===== config.mk =====
export PLATFORM = sky130hd
export DESIGN_NAME = cascade_pid_with_antiwindup
export DESIGN_NICKNAME = d
export VERILOG_FILES = /design/src/sv/cpwa_pkg.sv /design/src/sv/cpwa_mdu.sv /design/src/sv/cascade_pid_with_antiwindup.sv
export SDC_FILE = /design/constraint.sdc
export NUM_CORES = 2
export LEC_CHECK = 0
export BUFFER_PORTS_ARGS = -buffer_cell sky130_fd_sc_hd__buf_2
export CAP_MARGIN = 30
export CELL_PAD_IN_SITES_DETAIL_PLACEMENT = 1
export CELL_PAD_IN_SITES_GLOBAL_PLACEMENT = 1
export CORE_AREA = 2 2 369 517
export CTS_BUF_LIST = sky130_fd_sc_hd__clkbuf_8
export CTS_CLUSTER_DIAMETER = 60
export DETAILED_ROUTE_END_ITERATION = 7
export DIE_AREA = 0 0 371 519
export HOLD_SLACK_MARGIN = 0.12
export PLACE_DENSITY = 0.72
export SYNTH_ARGS = -nofsm -noshare
export SYNTH_HDL_FRONTEND = slang
export SYNTH_SLANG_ARGS = --single-unit

===== constraint.sdc =====
create_clock -name clock -period 11.33 [get_ports clock]
set_input_delay 2.266 -clock clock [delete_from_list [all_inputs] [get_ports clock]]
set_output_delay 2.266 -clock clock [all_outputs]
set_load 0.03 [all_outputs]

===== src/sv/cpwa_pkg.sv =====
// ----------------------------------------------------------------------------
// Cascade PID package
// Widths, constants, sequencer steps and helpers shared by the design.
// ----------------------------------------------------------------------------
`default_nettype none
package cpwa_pkg;

   localparam int AW = 40;        // operand magnitude width
   localparam int BW = 32;        // multiplier magnitude width
   localparam int DW = 20;        // divisor width
   localparam int PW = AW + BW;   // product width
   localparam int RW = PW + 1;    // signed result width
   localparam int SW = PW + 4;    // working sum width

   localparam int RATIO_NUM   = 192037;
   localparam int RATIO_DEN   = 10000;
   localparam int US_PER_S    = 1000000;
   localparam int DT_MIN_US   = 100;
   localparam int INTEG_LIMIT = 2000;
   localparam int OUT_CLAMP   = 16384;
   localparam int NUM_REGS    = 6;

   localparam logic [2:0] REG_ANGLE_P = 3'd0;
   localparam logic [2:0] REG_SPEED_P = 3'd3;

   localparam logic signed [SW-1:0] S32_MAX = SW'(32'sh7FFFFFFF);
   localparam logic signed [SW-1:0] S32_MIN = SW'(32'sh80000000);

   typedef struct packed {
      logic          neg;
      logic [AW-1:0] a;
      logic [BW-1:0] b;
      logic          div;
      logic [DW-1:0] d;
   } mdu_cmd_type;

   typedef enum logic [7:0] {
      ST_OUTER_TGT = 8'b0000_0001,
      ST_INTEG     = 8'b0000_0010,
      ST_DERIV     = 8'b0000_0100,
      ST_TERM_P    = 8'b0000_1000,
      ST_TERM_I    = 8'b0001_0000,
      ST_TERM_D    = 8'b0010_0000,
      ST_INNER_TGT = 8'b0100_0000,
      ST_INNER_CUR = 8'b1000_0000
   } step_type;

   function automatic logic signed [31:0] sat32(input logic signed [SW-1:0] v);
      logic signed [31:0] r;
      if (v > S32_MAX) r = 32'sh7FFFFFFF;
      else if (v < S32_MIN) r = 32'sh80000000;
      else r = v[31:0];
      return r;
   endfunction

   function automatic logic [AW-1:0] mag(input logic signed [AW:0] v);
      logic signed [AW:0] t;
      t = v[AW] ? -v : v;
      return t[AW-1:0];
   endfunction

endpackage
`default_nettype wire


===== src/sv/cpwa_mdu.sv =====
// ----------------------------------------------------------------------------
// Cascade PID multiply-divide unit
// Bit-serial shift-add multiply, then optional restoring floor divide.
// ----------------------------------------------------------------------------
`default_nettype none
module cpwa_mdu
   import cpwa_pkg::*;
(
   input  wire logic                 clock,
   input  wire logic                 reset,
   input  wire logic                 start,
   input  wire mdu_cmd_type          cmd,
   output logic                      done,
   output logic signed [RW-1:0]      result
);

   localparam int CW = $clog2(PW + 1);

   typedef enum logic [3:0] {
      M_IDLE = 4'b0001,
      M_MUL  = 4'b0010,
      M_DIV  = 4'b0100,
      M_FIN  = 4'b1000
   } mdu_state_type;

   mdu_state_type state_ff, state_in;
   logic [PW-1:0] acc_ff, acc_in, mcand_ff, mcand_in;
   logic [BW-1:0] mplier_ff, mplier_in;
   logic [DW-1:0] rem_ff, rem_in, d_ff, d_in;
   logic [CW-1:0] cnt_ff, cnt_in;
   logic neg_ff, neg_in, div_ff, div_in, done_ff, done_in;
   logic signed [RW-1:0] result_ff, result_in;
   logic [DW:0] trial, diff;
   logic ge;
   logic [RW-1:0] qmag;

   always_comb begin
      trial = {rem_ff, acc_ff[PW-1]};
      diff  = trial - {1'b0, d_ff};
      ge    = trial >= {1'b0, d_ff};
      qmag  = {1'b0, acc_ff} + RW'(neg_ff && div_ff && (rem_ff != '0));
      state_in  = state_ff;
      acc_in    = acc_ff;
      mcand_in  = mcand_ff;
      mplier_in = mplier_ff;
      rem_in    = rem_ff;
      d_in      = d_ff;
      cnt_in    = cnt_ff;
      neg_in    = neg_ff;
      div_in    = div_ff;
      result_in = result_ff;
      done_in   = 1'b0;
      case (state_ff)
         M_IDLE: begin
            if (start) begin
               acc_in    = '0;
               mcand_in  = PW'(cmd.a);
               mplier_in = cmd.b;
               neg_in    = cmd.neg;
               div_in    = cmd.div;
               d_in      = cmd.d;
               rem_in    = '0;
               cnt_in    = CW'(PW);
               state_in  = M_MUL;
            end
         end
         M_MUL: begin
            if (mplier_ff == '0) begin
               state_in = div_ff ? M_DIV : M_FIN;
            end else begin
               if (mplier_ff[0]) acc_in = acc_ff + mcand_ff;
               mcand_in  = mcand_ff << 1;
               mplier_in = mplier_ff >> 1;
            end
         end
         M_DIV: begin
            // one quotient bit per cycle, shifted into the low end
            acc_in = {acc_ff[PW-2:0], ge};
            rem_in = ge ? diff[DW-1:0] : trial[DW-1:0];
            cnt_in = cnt_ff - 1'b1;
            if (cnt_ff == CW'(1)) state_in = M_FIN;
         end
         M_FIN: begin
            // apply the sign; floor for negative quotients: round the magnitude up on a remainder
            result_in = neg_ff ? -$signed(qmag) : $signed(qmag);
            done_in   = 1'b1;
            state_in  = M_IDLE;
         end
         default: state_in = M_IDLE;
      endcase
   end

   always_ff @(posedge clock) begin
      if (reset) begin
         state_ff <= M_IDLE;
         done_ff  <= 1'b0;
      end else begin
         state_ff <= state_in;
         done_ff  <= done_in;
      end
   end

   always_ff @(posedge clock) begin
      acc_ff    <= acc_in;
      mcand_ff  <= mcand_in;
      mplier_ff <= mplier_in;
      rem_ff    <= rem_in;
      d_ff      <= d_in;
      cnt_ff    <= cnt_in;
      neg_ff    <= neg_in;
      div_ff    <= div_in;
      result_ff <= result_in;
   end

   assign done   = done_ff;
   assign result = result_ff;

endmodule
`default_nettype wire


===== src/sv/cascade_pid_with_antiwindup.sv =====
// Each sample takes seven multiply-divide steps (multiply, divide, handoff)
//   and six gain multiplies from input transfer to result; the block takes
//   one sample at a time.
// The serial multiply-divide unit sets the rate; a multiply ends early once
//   the remaining multiplier bits are zero.
// Reset: synchronous, clears gains, integrals, last errors and handshakes.
// ----------------------------------------------------------------------------
// Cascade PID with anti-windup
// Outer angle loop feeding an inner speed loop through a geared motor ratio,
// fixed point, evaluated by a sequencer around one bit-serial arithmetic unit.
// ----------------------------------------------------------------------------
`default_nettype none
module cascade_pid_with_antiwindup
   import cpwa_pkg::*;
#(
   parameter int FRAC_BITS = 16
) (
   input  wire logic          clock,
   input  wire logic          reset,
   input  wire logic          req_tvalid,
   output logic               req_tready,
   // rotor_target_angle[31:0], wheel_angle[63:32], wheel_speed[95:64],
   // dt_us[115:96], zero fill above
   input  wire logic [119:0]  req_tdata,
   output logic               rsp_tvalid,
   input  wire logic          rsp_tready,
   // drive_current[15:0], speed_target[31:16], angle_saturated[32],
   // speed_saturated[33], zero fill above
   output logic [39:0]        rsp_tdata,
   input  wire logic          csr_valid,
   output logic               csr_ready,
   input  wire logic [2:0]    csr_index,
   input  wire logic [31:0]   csr_wdata
);

   localparam logic signed [SW-1:0] ILIM = SW'(INTEG_LIMIT) <<< FRAC_BITS;
   localparam logic signed [SW-1:0] OLIM = SW'(OUT_CLAMP) <<< FRAC_BITS;

   typedef enum logic [3:0] {
      T_IDLE  = 4'b0001,
      T_ISSUE = 4'b0010,
      T_WAIT  = 4'b0100,
      T_OUT   = 4'b1000
   } top_state_type;

   // integer part of a loop output, truncated toward zero
   function automatic logic [15:0] ipart(input logic signed [AW-1:0] v);
      logic [AW-1:0] m;
      logic [AW-1:0] s;
      m = mag({v[AW-1], v});
      s = m >> FRAC_BITS;
      return v[AW-1] ? 16'(-s) : s[15:0];
   endfunction

   top_state_type state_ff, state_in;
   step_type step_ff, step_in;
   logic loop_ff, loop_in;
   logic signed [31:0] gain_ff [NUM_REGS];
   logic signed [31:0] integ_ff [2], integ_in [2];
   logic signed [31:0] last_ff [2], last_in [2];
   logic signed [31:0] rotor_ff, rotor_in, wangle_ff, wangle_in, wspeed_ff, wspeed_in;
   logic [DW-1:0] dt_ff, dt_in;
   logic signed [31:0] tgt_ff, tgt_in, cur_ff, cur_in, ni_ff, ni_in, der_ff, der_in;
   logic signed [SW-1:0] sum_ff, sum_in;
   logic signed [AW-1:0] outer_ff, outer_in;
   logic [15:0] drive_ff, drive_in;
   logic asat_ff, asat_in, ssat_ff, ssat_in;
   logic rsp_valid_ff, rsp_valid_in;
   logic [39:0] rsp_data_ff, rsp_data_in;

   logic signed [31:0] err, gsel, xsel;
   logic signed [32:0] diff;
   logic [2:0] gidx;
   mdu_cmd_type cmd;
   logic mdu_start, mdu_done;
   logic signed [RW-1:0] res;
   logic signed [SW-1:0] term, ni_sum, out_sum, out_clamped;
   logic signed [31:0] ni_sat, ni_clamped;
   logic out_sat;
   logic [DW-1:0] dt_raw;

   cpwa_mdu u_mdu (
      .clock  (clock),
      .reset  (reset),
      .start  (mdu_start),
      .cmd    (cmd),
      .done   (mdu_done),
      .result (res)
   );

   assign req_tready = (state_ff == T_IDLE);
   assign csr_ready  = 1'b1;
   assign rsp_tvalid = rsp_valid_ff;
   assign rsp_tdata  = rsp_data_ff;
   assign mdu_start  = (state_ff == T_ISSUE);
   assign dt_raw     = req_tdata[115:96];

   // operands of the current step
   always_comb begin
      err  = sat32(SW'(tgt_ff) - SW'(cur_ff));
      diff = {err[31], err} - {last_ff[loop_ff][31], last_ff[loop_ff]};
      case (step_ff)
         ST_TERM_I: gidx = 3'd1;
         ST_TERM_D: gidx = 3'd2;
         default:   gidx = 3'd0;
      endcase
      gidx = gidx + (loop_ff ? REG_SPEED_P : REG_ANGLE_P);
      gsel = gain_ff[gidx];
      case (step_ff)
         ST_TERM_I: xsel = ni_ff;
         ST_TERM_D: xsel = der_ff;
         default:   xsel = err;
      endcase
      cmd.neg = gsel[31] ^ xsel[31];
      cmd.a   = mag((AW+1)'(xsel));
      cmd.b   = BW'(mag((AW+1)'(gsel)));
      cmd.div = 1'b0;
      cmd.d   = DW'(US_PER_S);
      case (step_ff)
         ST_OUTER_TGT: begin
            cmd.neg = rotor_ff[31];
            cmd.a   = mag((AW+1)'(rotor_ff));
            cmd.b   = BW'(RATIO_DEN);
            cmd.div = 1'b1;
            cmd.d   = DW'(RATIO_NUM);
         end
         ST_INTEG: begin
            cmd.neg = err[31];
            cmd.a   = mag((AW+1)'(err));
            cmd.b   = BW'(dt_ff);
            cmd.div = 1'b1;
            cmd.d   = DW'(US_PER_S);
         end
         ST_DERIV: begin
            cmd.neg = diff[32];
            cmd.a   = mag((AW+1)'(diff));
            cmd.b   = BW'(US_PER_S);
            cmd.div = 1'b1;
            cmd.d   = dt_ff;
         end
         ST_INNER_TGT: begin
            cmd.neg = outer_ff[AW-1];
            cmd.a   = mag({outer_ff[AW-1], outer_ff});
            cmd.b   = BW'(RATIO_NUM);
            cmd.div = 1'b1;
            cmd.d   = DW'(RATIO_DEN);
         end
         ST_INNER_CUR: begin
            cmd.neg = wspeed_ff[31];
            cmd.a   = mag((AW+1)'(wspeed_ff));
            cmd.b   = BW'(RATIO_NUM);
            cmd.div = 1'b1;
            cmd.d   = DW'(RATIO_DEN);
         end
         default: ;
      endcase
   end

   // result post-processing
   always_comb begin
      term    = SW'(res >>> FRAC_BITS);
      ni_sum  = SW'(integ_ff[loop_ff]) + SW'(res);
      ni_sat  = sat32(ni_sum);
      if (SW'(ni_sat) > ILIM) ni_clamped = ILIM[31:0];
      else if (SW'(ni_sat) < -ILIM) ni_clamped = 32'(-ILIM);
      else ni_clamped = ni_sat;
      out_sum = sum_ff + term;
      out_sat = (out_sum > OLIM) || (out_sum < -OLIM);
      if (out_sum > OLIM) out_clamped = OLIM;
      else if (out_sum < -OLIM) out_clamped = -OLIM;
      else out_clamped = out_sum;
   end

   // sequencer
   always_comb begin
      state_in     = state_ff;
      step_in      = step_ff;
      loop_in      = loop_ff;
      integ_in     = integ_ff;
      last_in      = last_ff;
      rotor_in     = rotor_ff;
      wangle_in    = wangle_ff;
      wspeed_in    = wspeed_ff;
      dt_in        = dt_ff;
      tgt_in       = tgt_ff;
      cur_in       = cur_ff;
      ni_in        = ni_ff;
      der_in       = der_ff;
      sum_in       = sum_ff;
      outer_in     = outer_ff;
      drive_in     = drive_ff;
      asat_in      = asat_ff;
      ssat_in      = ssat_ff;
      rsp_valid_in = rsp_valid_ff;
      rsp_data_in  = rsp_data_ff;
      if (rsp_valid_ff && rsp_tready) rsp_valid_in = 1'b0;
      case (state_ff)
         T_IDLE: begin
            if (req_tvalid) begin
               // latch the sample, clamp short periods
               rotor_in  = req_tdata[31:0];
               wangle_in = req_tdata[63:32];
               wspeed_in = req_tdata[95:64];
               dt_in     = (dt_raw < DW'(DT_MIN_US)) ? DW'(DT_MIN_US) : dt_raw;
               step_in   = ST_OUTER_TGT;
               loop_in   = 1'b0;
               state_in  = T_ISSUE;
            end
         end
         T_ISSUE: state_in = T_WAIT;
         T_WAIT: begin
            if (mdu_done) begin
               state_in = T_ISSUE;
               case (step_ff)
                  ST_OUTER_TGT: begin
                     tgt_in  = sat32(SW'(res));
                     cur_in  = wangle_ff;
                     step_in = ST_INTEG;
                  end
                  ST_INTEG: begin
                     ni_in   = ni_clamped;
                     step_in = ST_DERIV;
                  end
                  ST_DERIV: begin
                     der_in  = sat32(SW'(res));
                     step_in = ST_TERM_P;
                  end
                  ST_TERM_P: begin
                     sum_in  = term;
                     step_in = ST_TERM_I;
                  end
                  ST_TERM_I: begin
                     sum_in  = out_sum;
                     step_in = ST_TERM_D;
                  end
                  ST_TERM_D: begin
                     // anti-windup: drop this sample's integral step on clamp
                     integ_in[loop_ff] = out_sat ? integ_ff[loop_ff] : ni_ff;
                     last_in[loop_ff]  = err;
                     if (!loop_ff) begin
                        outer_in = out_clamped[AW-1:0];
                        asat_in  = out_sat;
                        step_in  = ST_INNER_TGT;
                     end else begin
                        drive_in = ipart(out_clamped[AW-1:0]);
                        ssat_in  = out_sat;
                        state_in = T_OUT;
                     end
                  end
                  ST_INNER_TGT: begin
                     tgt_in  = sat32(SW'(res));
                     step_in = ST_INNER_CUR;
                  end
                  ST_INNER_CUR: begin
                     cur_in  = sat32(SW'(res));
                     loop_in = 1'b1;
                     step_in = ST_INTEG;
                  end
                  default: state_in = T_IDLE;
               endcase
            end
         end
         T_OUT: begin
            // hold until the output register is free
            if (!rsp_valid_ff || rsp_tready) begin
               rsp_valid_in = 1'b1;
               rsp_data_in  = {6'd0, ssat_ff, asat_ff, ipart(outer_ff), drive_ff};
               state_in     = T_IDLE;
            end
         end
         default: state_in = T_IDLE;
      endcase
   end

   always_ff @(posedge clock) begin
      if (reset) begin
         state_ff     <= T_IDLE;
         rsp_valid_ff <= 1'b0;
         step_ff      <= ST_OUTER_TGT;
         loop_ff      <= 1'b0;
         for (int i = 0; i < NUM_REGS; i++) gain_ff[i] <= '0;
         for (int i = 0; i < 2; i++) begin
            integ_ff[i] <= '0;
            last_ff[i]  <= '0;
         end
      end else begin
         state_ff     <= state_in;
         rsp_valid_ff <= rsp_valid_in;
         step_ff      <= step_in;
         loop_ff      <= loop_in;
         integ_ff     <= integ_in;
         last_ff      <= last_in;
         // configuration transfer; indexes past the list are dropped
         if (csr_valid && (int'(csr_index) < NUM_REGS)) gain_ff[csr_index] <= csr_wdata;
      end
   end

   always_ff @(posedge clock) begin
      rotor_ff    <= rotor_in;
      wangle_ff   <= wangle_in;
      wspeed_ff   <= wspeed_in;
      dt_ff       <= dt_in;
      tgt_ff      <= tgt_in;
      cur_ff      <= cur_in;
      ni_ff       <= ni_in;
      der_ff      <= der_in;
      sum_ff      <= sum_in;
      outer_ff    <= outer_in;
      drive_ff    <= drive_in;
      asat_ff     <= asat_in;
      ssat_ff     <= ssat_in;
      rsp_data_ff <= rsp_data_in;
   end

endmodule
`default_nettype wire


======== Yosys cells after proc, flatten, opt, wreduce, memory -nomap -nowiden ========
Memories as Yosys holds them, arrays and structs flattened.
Cells that the tools add are included.
operators by class
  add/subtract/negate cells ............... 20
  $lt $le $gt $ge ......................... 15
  equal/unequal tests ..................... 28
  mux-type cells .......................... 84
  bitwise gates (word level) .............. 3
  reductions and logical operators ........ 39
operator list
  kind                  number
  $mux 32               20
  $pmux 94 s5           1
  $mux 72               5
  $mux 40               8
  $pmux 72 s3           1
  $pmux 32 s2           3
  $neg 32->40           4
  $pmux 76 s2           1
  $pmux 72 s2           1
  $bwmux 64             2
  $add 76x57->76        1
  $gt 76x32->1 const B  1
  $lt 76x31->1 const B  1
  $add 32x73->74        1
  $gt 74x32->1 const B  1
  $lt 74x32->1 const B  1
  $add 72x1->73         1
  $gt 73x32->1 const B  1
  $lt 73x32->1 const B  1
  $mux 73               1
  $neg 73->73           1
  $add 72x72->72        1
  $sub 32x32->33        2
  $neg 32->32           2
  other kinds (67)      127
word-level totals
  bits in registers ....................... 857
  memory bits (writable) .................. 192
  bits of input ports ..................... 160
  output and inout port bits .............. 43
  memories kept ........................... 1
memory list
  memory   depth  bits a word  rd ports  clocked after memory_dff  wr ports  RTL line                           source
  gain_ff  6      32           1         0                         6         cascade_pid_with_antiwindup.sv:58  logic signed [31:0] gain_ff [NUM_REGS];

======== Depth between registers and ports, before layout ========
  depth after elaboration ................. 10
  depth in mapped cells ................... 30

======== Cells and area by module ========
From an unflattened synthesis, not the netlist that was laid out.
second synthesis, totals
  cells, all modules ...................... 8157
  area total of the unflattened synthesis .. 76020.4 sq um
by module, submodules not included
  module                       instances  cells each  area an instance (sq um)  seq. area each (sq um)
  cascade_pid_with_antiwindup  1          5969        55410.6                   22902.0
  cpwa_mdu                     1          2188        20609.8                   9048.7

======== Least setup slack after synthesis ========
Ideal clock, no wire load.
  kind .................................... reg-to-reg
  from .................................... register u_mdu.state_ff[3]
  to ...................................... register u_mdu.result_ff[0] (netlist: u_mdu.result[0]) (enable)
  setup time .............................. 0.712 ns
  arrival ................................. 8.145 ns
  required time ........................... 10.618 ns
  slack ................................... 2.473 ns
  cell stages (with the launch flop) ...... 3
  cells stage by stage .................... dfxtp_1 clkbuf_1 nor4b_1
between the ends
  cells in the longest elaborated chain, start to end .. 1
ends and longest elaborated chain
  what                      RTL line         source
  start: declaration        cpwa_mdu.sv:26   mdu_state_type state_ff, state_in;
  start signal: assignment  cpwa_mdu.sv:98   state_ff <= state_in;
  $eq 4x4->1                cpwa_mdu.sv:53   case (state_ff)
  end signal: assignment    cpwa_mdu.sv:112  result_ff <= result_in;
  end: declaration          cpwa_mdu.sv:32   logic signed [RW-1:0] result_ff, result_in;
Every way passes these cells.
A chain may end at the register's enable or synchronous reset.

======== Worst setup path after layout ========
  from .................................... register loop_ff
  to ...................................... register ni_ff[25] (data pin)
between the ends
  cells in the longest elaborated chain, start to end .. 10
ends and longest elaborated chain
  what                                            RTL line                            source
  start: declaration                              cascade_pid_with_antiwindup.sv:57   logic loop_ff, loop_in;
  start signal: assignment                        cascade_pid_with_antiwindup.sv:290  loop_ff <= loop_in;
  $not 1->2 (implied by the code) (*)             cascade_pid_with_antiwindup.sv:162  ni_sum = SW'(integ_ff[loop_ff]) + SW'(res);
  $mux 32 (implied by the code) (*) (3 in a row)  cascade_pid_with_antiwindup.sv:162
  $add 32x73->74 (*)                              cascade_pid_with_antiwindup.sv:162
  $lt 74x32->1                                    cpwa_pkg.sv:51                      else if (v < S32_MIN) r = 32'sh80000000;
  $mux 32                                         cpwa_pkg.sv:51
  $mux 32 (*)                                     cpwa_pkg.sv:50                      if (v > S32_MAX) r = 32'sh7FFFFFFF;
  $lt 32x28->1                                    cascade_pid_with_antiwindup.sv:165  else if (SW'(ni_sat) < -ILIM) ni_clamped = 32'(-ILIM);
  $mux 32                                         cascade_pid_with_antiwindup.sv:165
  end signal: assignment                          cascade_pid_with_antiwindup.sv:305  ni_ff <= ni_in;
  end: declaration                                cascade_pid_with_antiwindup.sv:63   logic signed [31:0] tgt_ff, tgt_in, cur_ff, cur_in, ni_ff, ni_in, der_ff, der_in;
Every way passes the cells marked *; elsewhere a longest branch is shown, timed or not. The select of a mux whose other input is x is not followed.

==> flow_metrics.tcl <==
set metrics [dict create \
    critical_path.startpoint_type "flip-flop" \
    skew_ns 0.1297 \
    grt_pass1_vias 65990 \
    gr-usage-all-layers_pct 28.33 \
    yosys.area_share.simple_pct 17.89 \
    grt_max_degree 73 \
    synth_cell_type_count 126 \
    routed_wl_um 279800 \
    place_area_um2 78390 \
    setup_viol 0 \
    antenna_found_initial 17 \
    drtIter0Drc 5588 \
    synth_top_family_by_area "compound AO/OA/AOI/OAI gates" \
    fin_nets 8509 \
    crit_type "flip-flop to flip-flop" \
    grt_pass1_wl_um 416000 \
    firstDrtPassIters 6 \
    finalCritPeriodShare_pct 77.83 \
    insertion_delay_ns 0.98 \
    powerDensity_nw_per_um2 127.7 \
    drive_gt1_share_pct 10.73 \
    cp_max_fo 43 \
    via_count 64400 \
    root_buffer "clkbuf_8" \
    post-route-min-period_ns 8.818 \
    setup_ws_ns 2.512 \
    coreArea_um2 188500 \
    start_util_pct 39.60 \
    synth_cells 7884 \
    rsz0062_at_grt "false" \
    post_cts_buffers 0 \
    dieArea_um2 192500 \
    slew_viol_final 0 \
    seq_area_frac_synth_pct 42.81 \
    max_cap_viol_count 0 \
    slew_headroom_pct 19.84 \
    hold_viol 0 \
    viasPerCell 6.036 \
    tns_ns 0 \
    cts_buffers 198 \
    worst_pin_slew_ns 1.202 \
    wl_per_cell_um 26.22 \
    p_leak_nw 30.42 \
    min_path_type "flip-flop to flip-flop" \
    dpl_worst_slack_ns 2.680 \
    fin_area_um2 82360 \
    ir_drop_mv 0.1102 \
    yosys_warnings 0 \
    die_w_um 371 \
    synth-seq-cells 1113 \
    post_cts_resized 0 \
    mostFrequentLayoutCell "edfxtp_1" \
    hpwl_um 212100 \
    yosys.area_share.adder_pct 5.570 \
    numPortBuffers 191 \
    synthFlopType "edfxtp_1" \
    drc 0 \
    cts_buffer_depth 4 \
    die_h_um 519 \
    synth-compound-area-share_pct 18.35 \
    cts_hold_buf 0 \
    postSynthAreaPerCell_um2 9.466 \
    io_pins 203 \
    ys_async_sr_fraction_pct 0 \
    cts_tree "done" \
    ant_nets 0 \
    overflow 0 \
    rows 189 \
    synthToLayoutAreaGrowth_pct 10.36 \
    synth_enable_flop_cells 966 \
    worstSetupEndpointType "flip-flop" \
    gp_congestion 0.9467 \
    path_clk_slew_ns 0.06 \
    muxShareOfSynthArea_pct 4.285 \
    clock_sinks 1113 \
    max_freq_mhz 113.4 \
    netlist_area_um2 74630 \
    htreeDepth 4 \
    crit_arrival_ns 9.42 \
    status "complete, no violations" \
    synthXorXnorAreaFrac_pct 7.461 \
    final_cell_mix "966 x edfxtp_1, 939 x nand2_1, 737 x nor2_1, 494 x a21oi_1, 471 x o21ai_0" \
    cp.required_ns 11.94 \
]
through the flow:
step                      instances  power (W)  hold WS [ns]  utilization, %
after detailed placement      10310   0.006693        0.4089           41.59
after CTS                     10660    0.01059        0.4191           43.66
after global routing          10670    0.01093        0.4257           43.69
after global placement        10310   0.006618        0.4030           41.53
after floorplan                7953   0.006149        0.4003               -
final                         10670    0.01052        0.4123           43.70
state kept, by name, indices dropped and copies added, names as in the netlist, 8 cells and up:
signal,cells
gain_ff,256
sum_ff,76
u_mdu.result,73
u_mdu.acc_ff,72
u_mdu.mcand_ff,72
integ_ff,64
last_ff,64
outer_ff,40
rsp_tdata,34
cur_ff,32
der_ff,32
ni_ff,32
rotor_ff,32
tgt_ff,32
u_mdu.mplier_ff,32
wangle_ff,32
wspeed_ff,32
dt_ff,20
u_mdu.d_ff,20
u_mdu.rem_ff,20
drive_ff,16
step_ff,8
cells in the mapped netlist (20+ instances only):
master      n  area share (%)
edfxtp_1  966              39
nand2_1   940             4.7
nor2_1    745             3.7
a21oi_1   498             3.3
o21ai_0   472             3.2
xnor2_1   357             4.2
clkbuf_1  345             1.7
ha_1      313             5.2
xor2_1    275             3.2
inv_1     259             1.3
a21o_1    243             2.4
nand3_1   179             1.2
dfxtp_1   147             3.9
nand4_1   135             1.1
nor3_1    132            0.89
a211oi_1   98            0.99
o31ai_1    98            0.99
and3_1     94            0.79
a31oi_1    85            0.71
mux2_2     84             1.3
nor4_1     83            0.70
nand2b_1   82            0.69
mux2i_1    81             1.1
o22ai_1    66            0.55
or3_1      65            0.54
mux4_2     64             1.9
o21bai_1   61            0.61
o21a_1     59            0.59
and2_1     56            0.47
nor2b_1    55            0.46
a221oi_1   51            0.60
or2_2      44            0.37
buf_1      39            0.20
buf_2      31            0.21
a22oi_1    30            0.30
and4_1     29            0.34
o211ai_1   29            0.29
nand3b_1   28            0.28
or4_1      28            0.28
a21boi_0   26            0.26
nor3b_1    23            0.23
o41ai_1    22            0.26
o21ai_1    20            0.13
critical path, stage by stage (launching register included):
cell and delay (ns):
dfxtp_4 0.79, mux2_2 0.95, ha_1 0.51, a21oi_1 0.28, o21ai_0 0.24, a221oi_1 0.33
buf_4 0.20, o211ai_1 0.09, nand2_1 0.16, o21bai_1 0.08, a21oi_1 0.21, a21oi_1 0.15
a211oi_2 0.38, o21bai_1 0.15, xor2_1 0.33, nand2b_1 0.09, or4_1 0.43, or4_1 0.61
or4_1 0.55, ha_1 0.86, inv_1 0.30, o21ai_1 0.51, o21bai_1 0.14
cell type report:
| type | instances | area (um2) |
|---|---|---|
| antenna | 12 | 30.03 |
| clock buffer | 211 | 2904 |
| clock inverter | 134 | 994.7 |
| fill | 21430 | 106100 |
| inverter | 260 | 980.9 |
| multi-input combinational | 6150 | 40450 |
| sequential | 1113 | 31950 |
| tap | 2483 | 3107 |
| timing repair buffer | 307 | 1934 |
routing by layer:
metal,track usage (%),vias to the layer above,routed length [um]
li1,-,29410,-
met1,34.44,32270,110800
met2,48.74,2091,137100
met3,3.701,626,15830
met4,14.57,6,16030
met5,0,-,34
report_power, final:
part | internal (W) | total (W) | switching (W)
clock | 0.00206 | 0.00389 | 0.00183
combinational | 0.000609 | 0.00159 | 0.000980
sequential | 0.00479 | 0.00504 | 0.000255
total | 0.00745 | 0.0105 | 0.00306
worst paths after layout:
path	from	depth (start not counted)	to	slack, ns
setup / recovery	loop_ff$_SDFFE_PP0P_	22	ni_ff[25]$_SDFFCE_PP1P_	2.51
hold / removal	drive_ff[10]$_DFFE_PP_	0	rsp_tdata[10]$_DFFE_PP_	0.41
setup reg to reg	loop_ff$_SDFFE_PP0P_	22	ni_ff[25]$_SDFFCE_PP1P_	2.51
hold reg to reg	drive_ff[10]$_DFFE_PP_	0	rsp_tdata[10]$_DFFE_PP_	0.41
logic make-up after synthesis:
family / after synthesis
AOI/OAI and AO/OA: 2095
DFF: 1113
xor gates and xnor gates: 634
adders and majority gates: 331
buffers and inverters: 690
and+or+nand+nor: 2790
muxes: 229
other: 2
No activity file was read; power rests on OpenSTA's default activity.
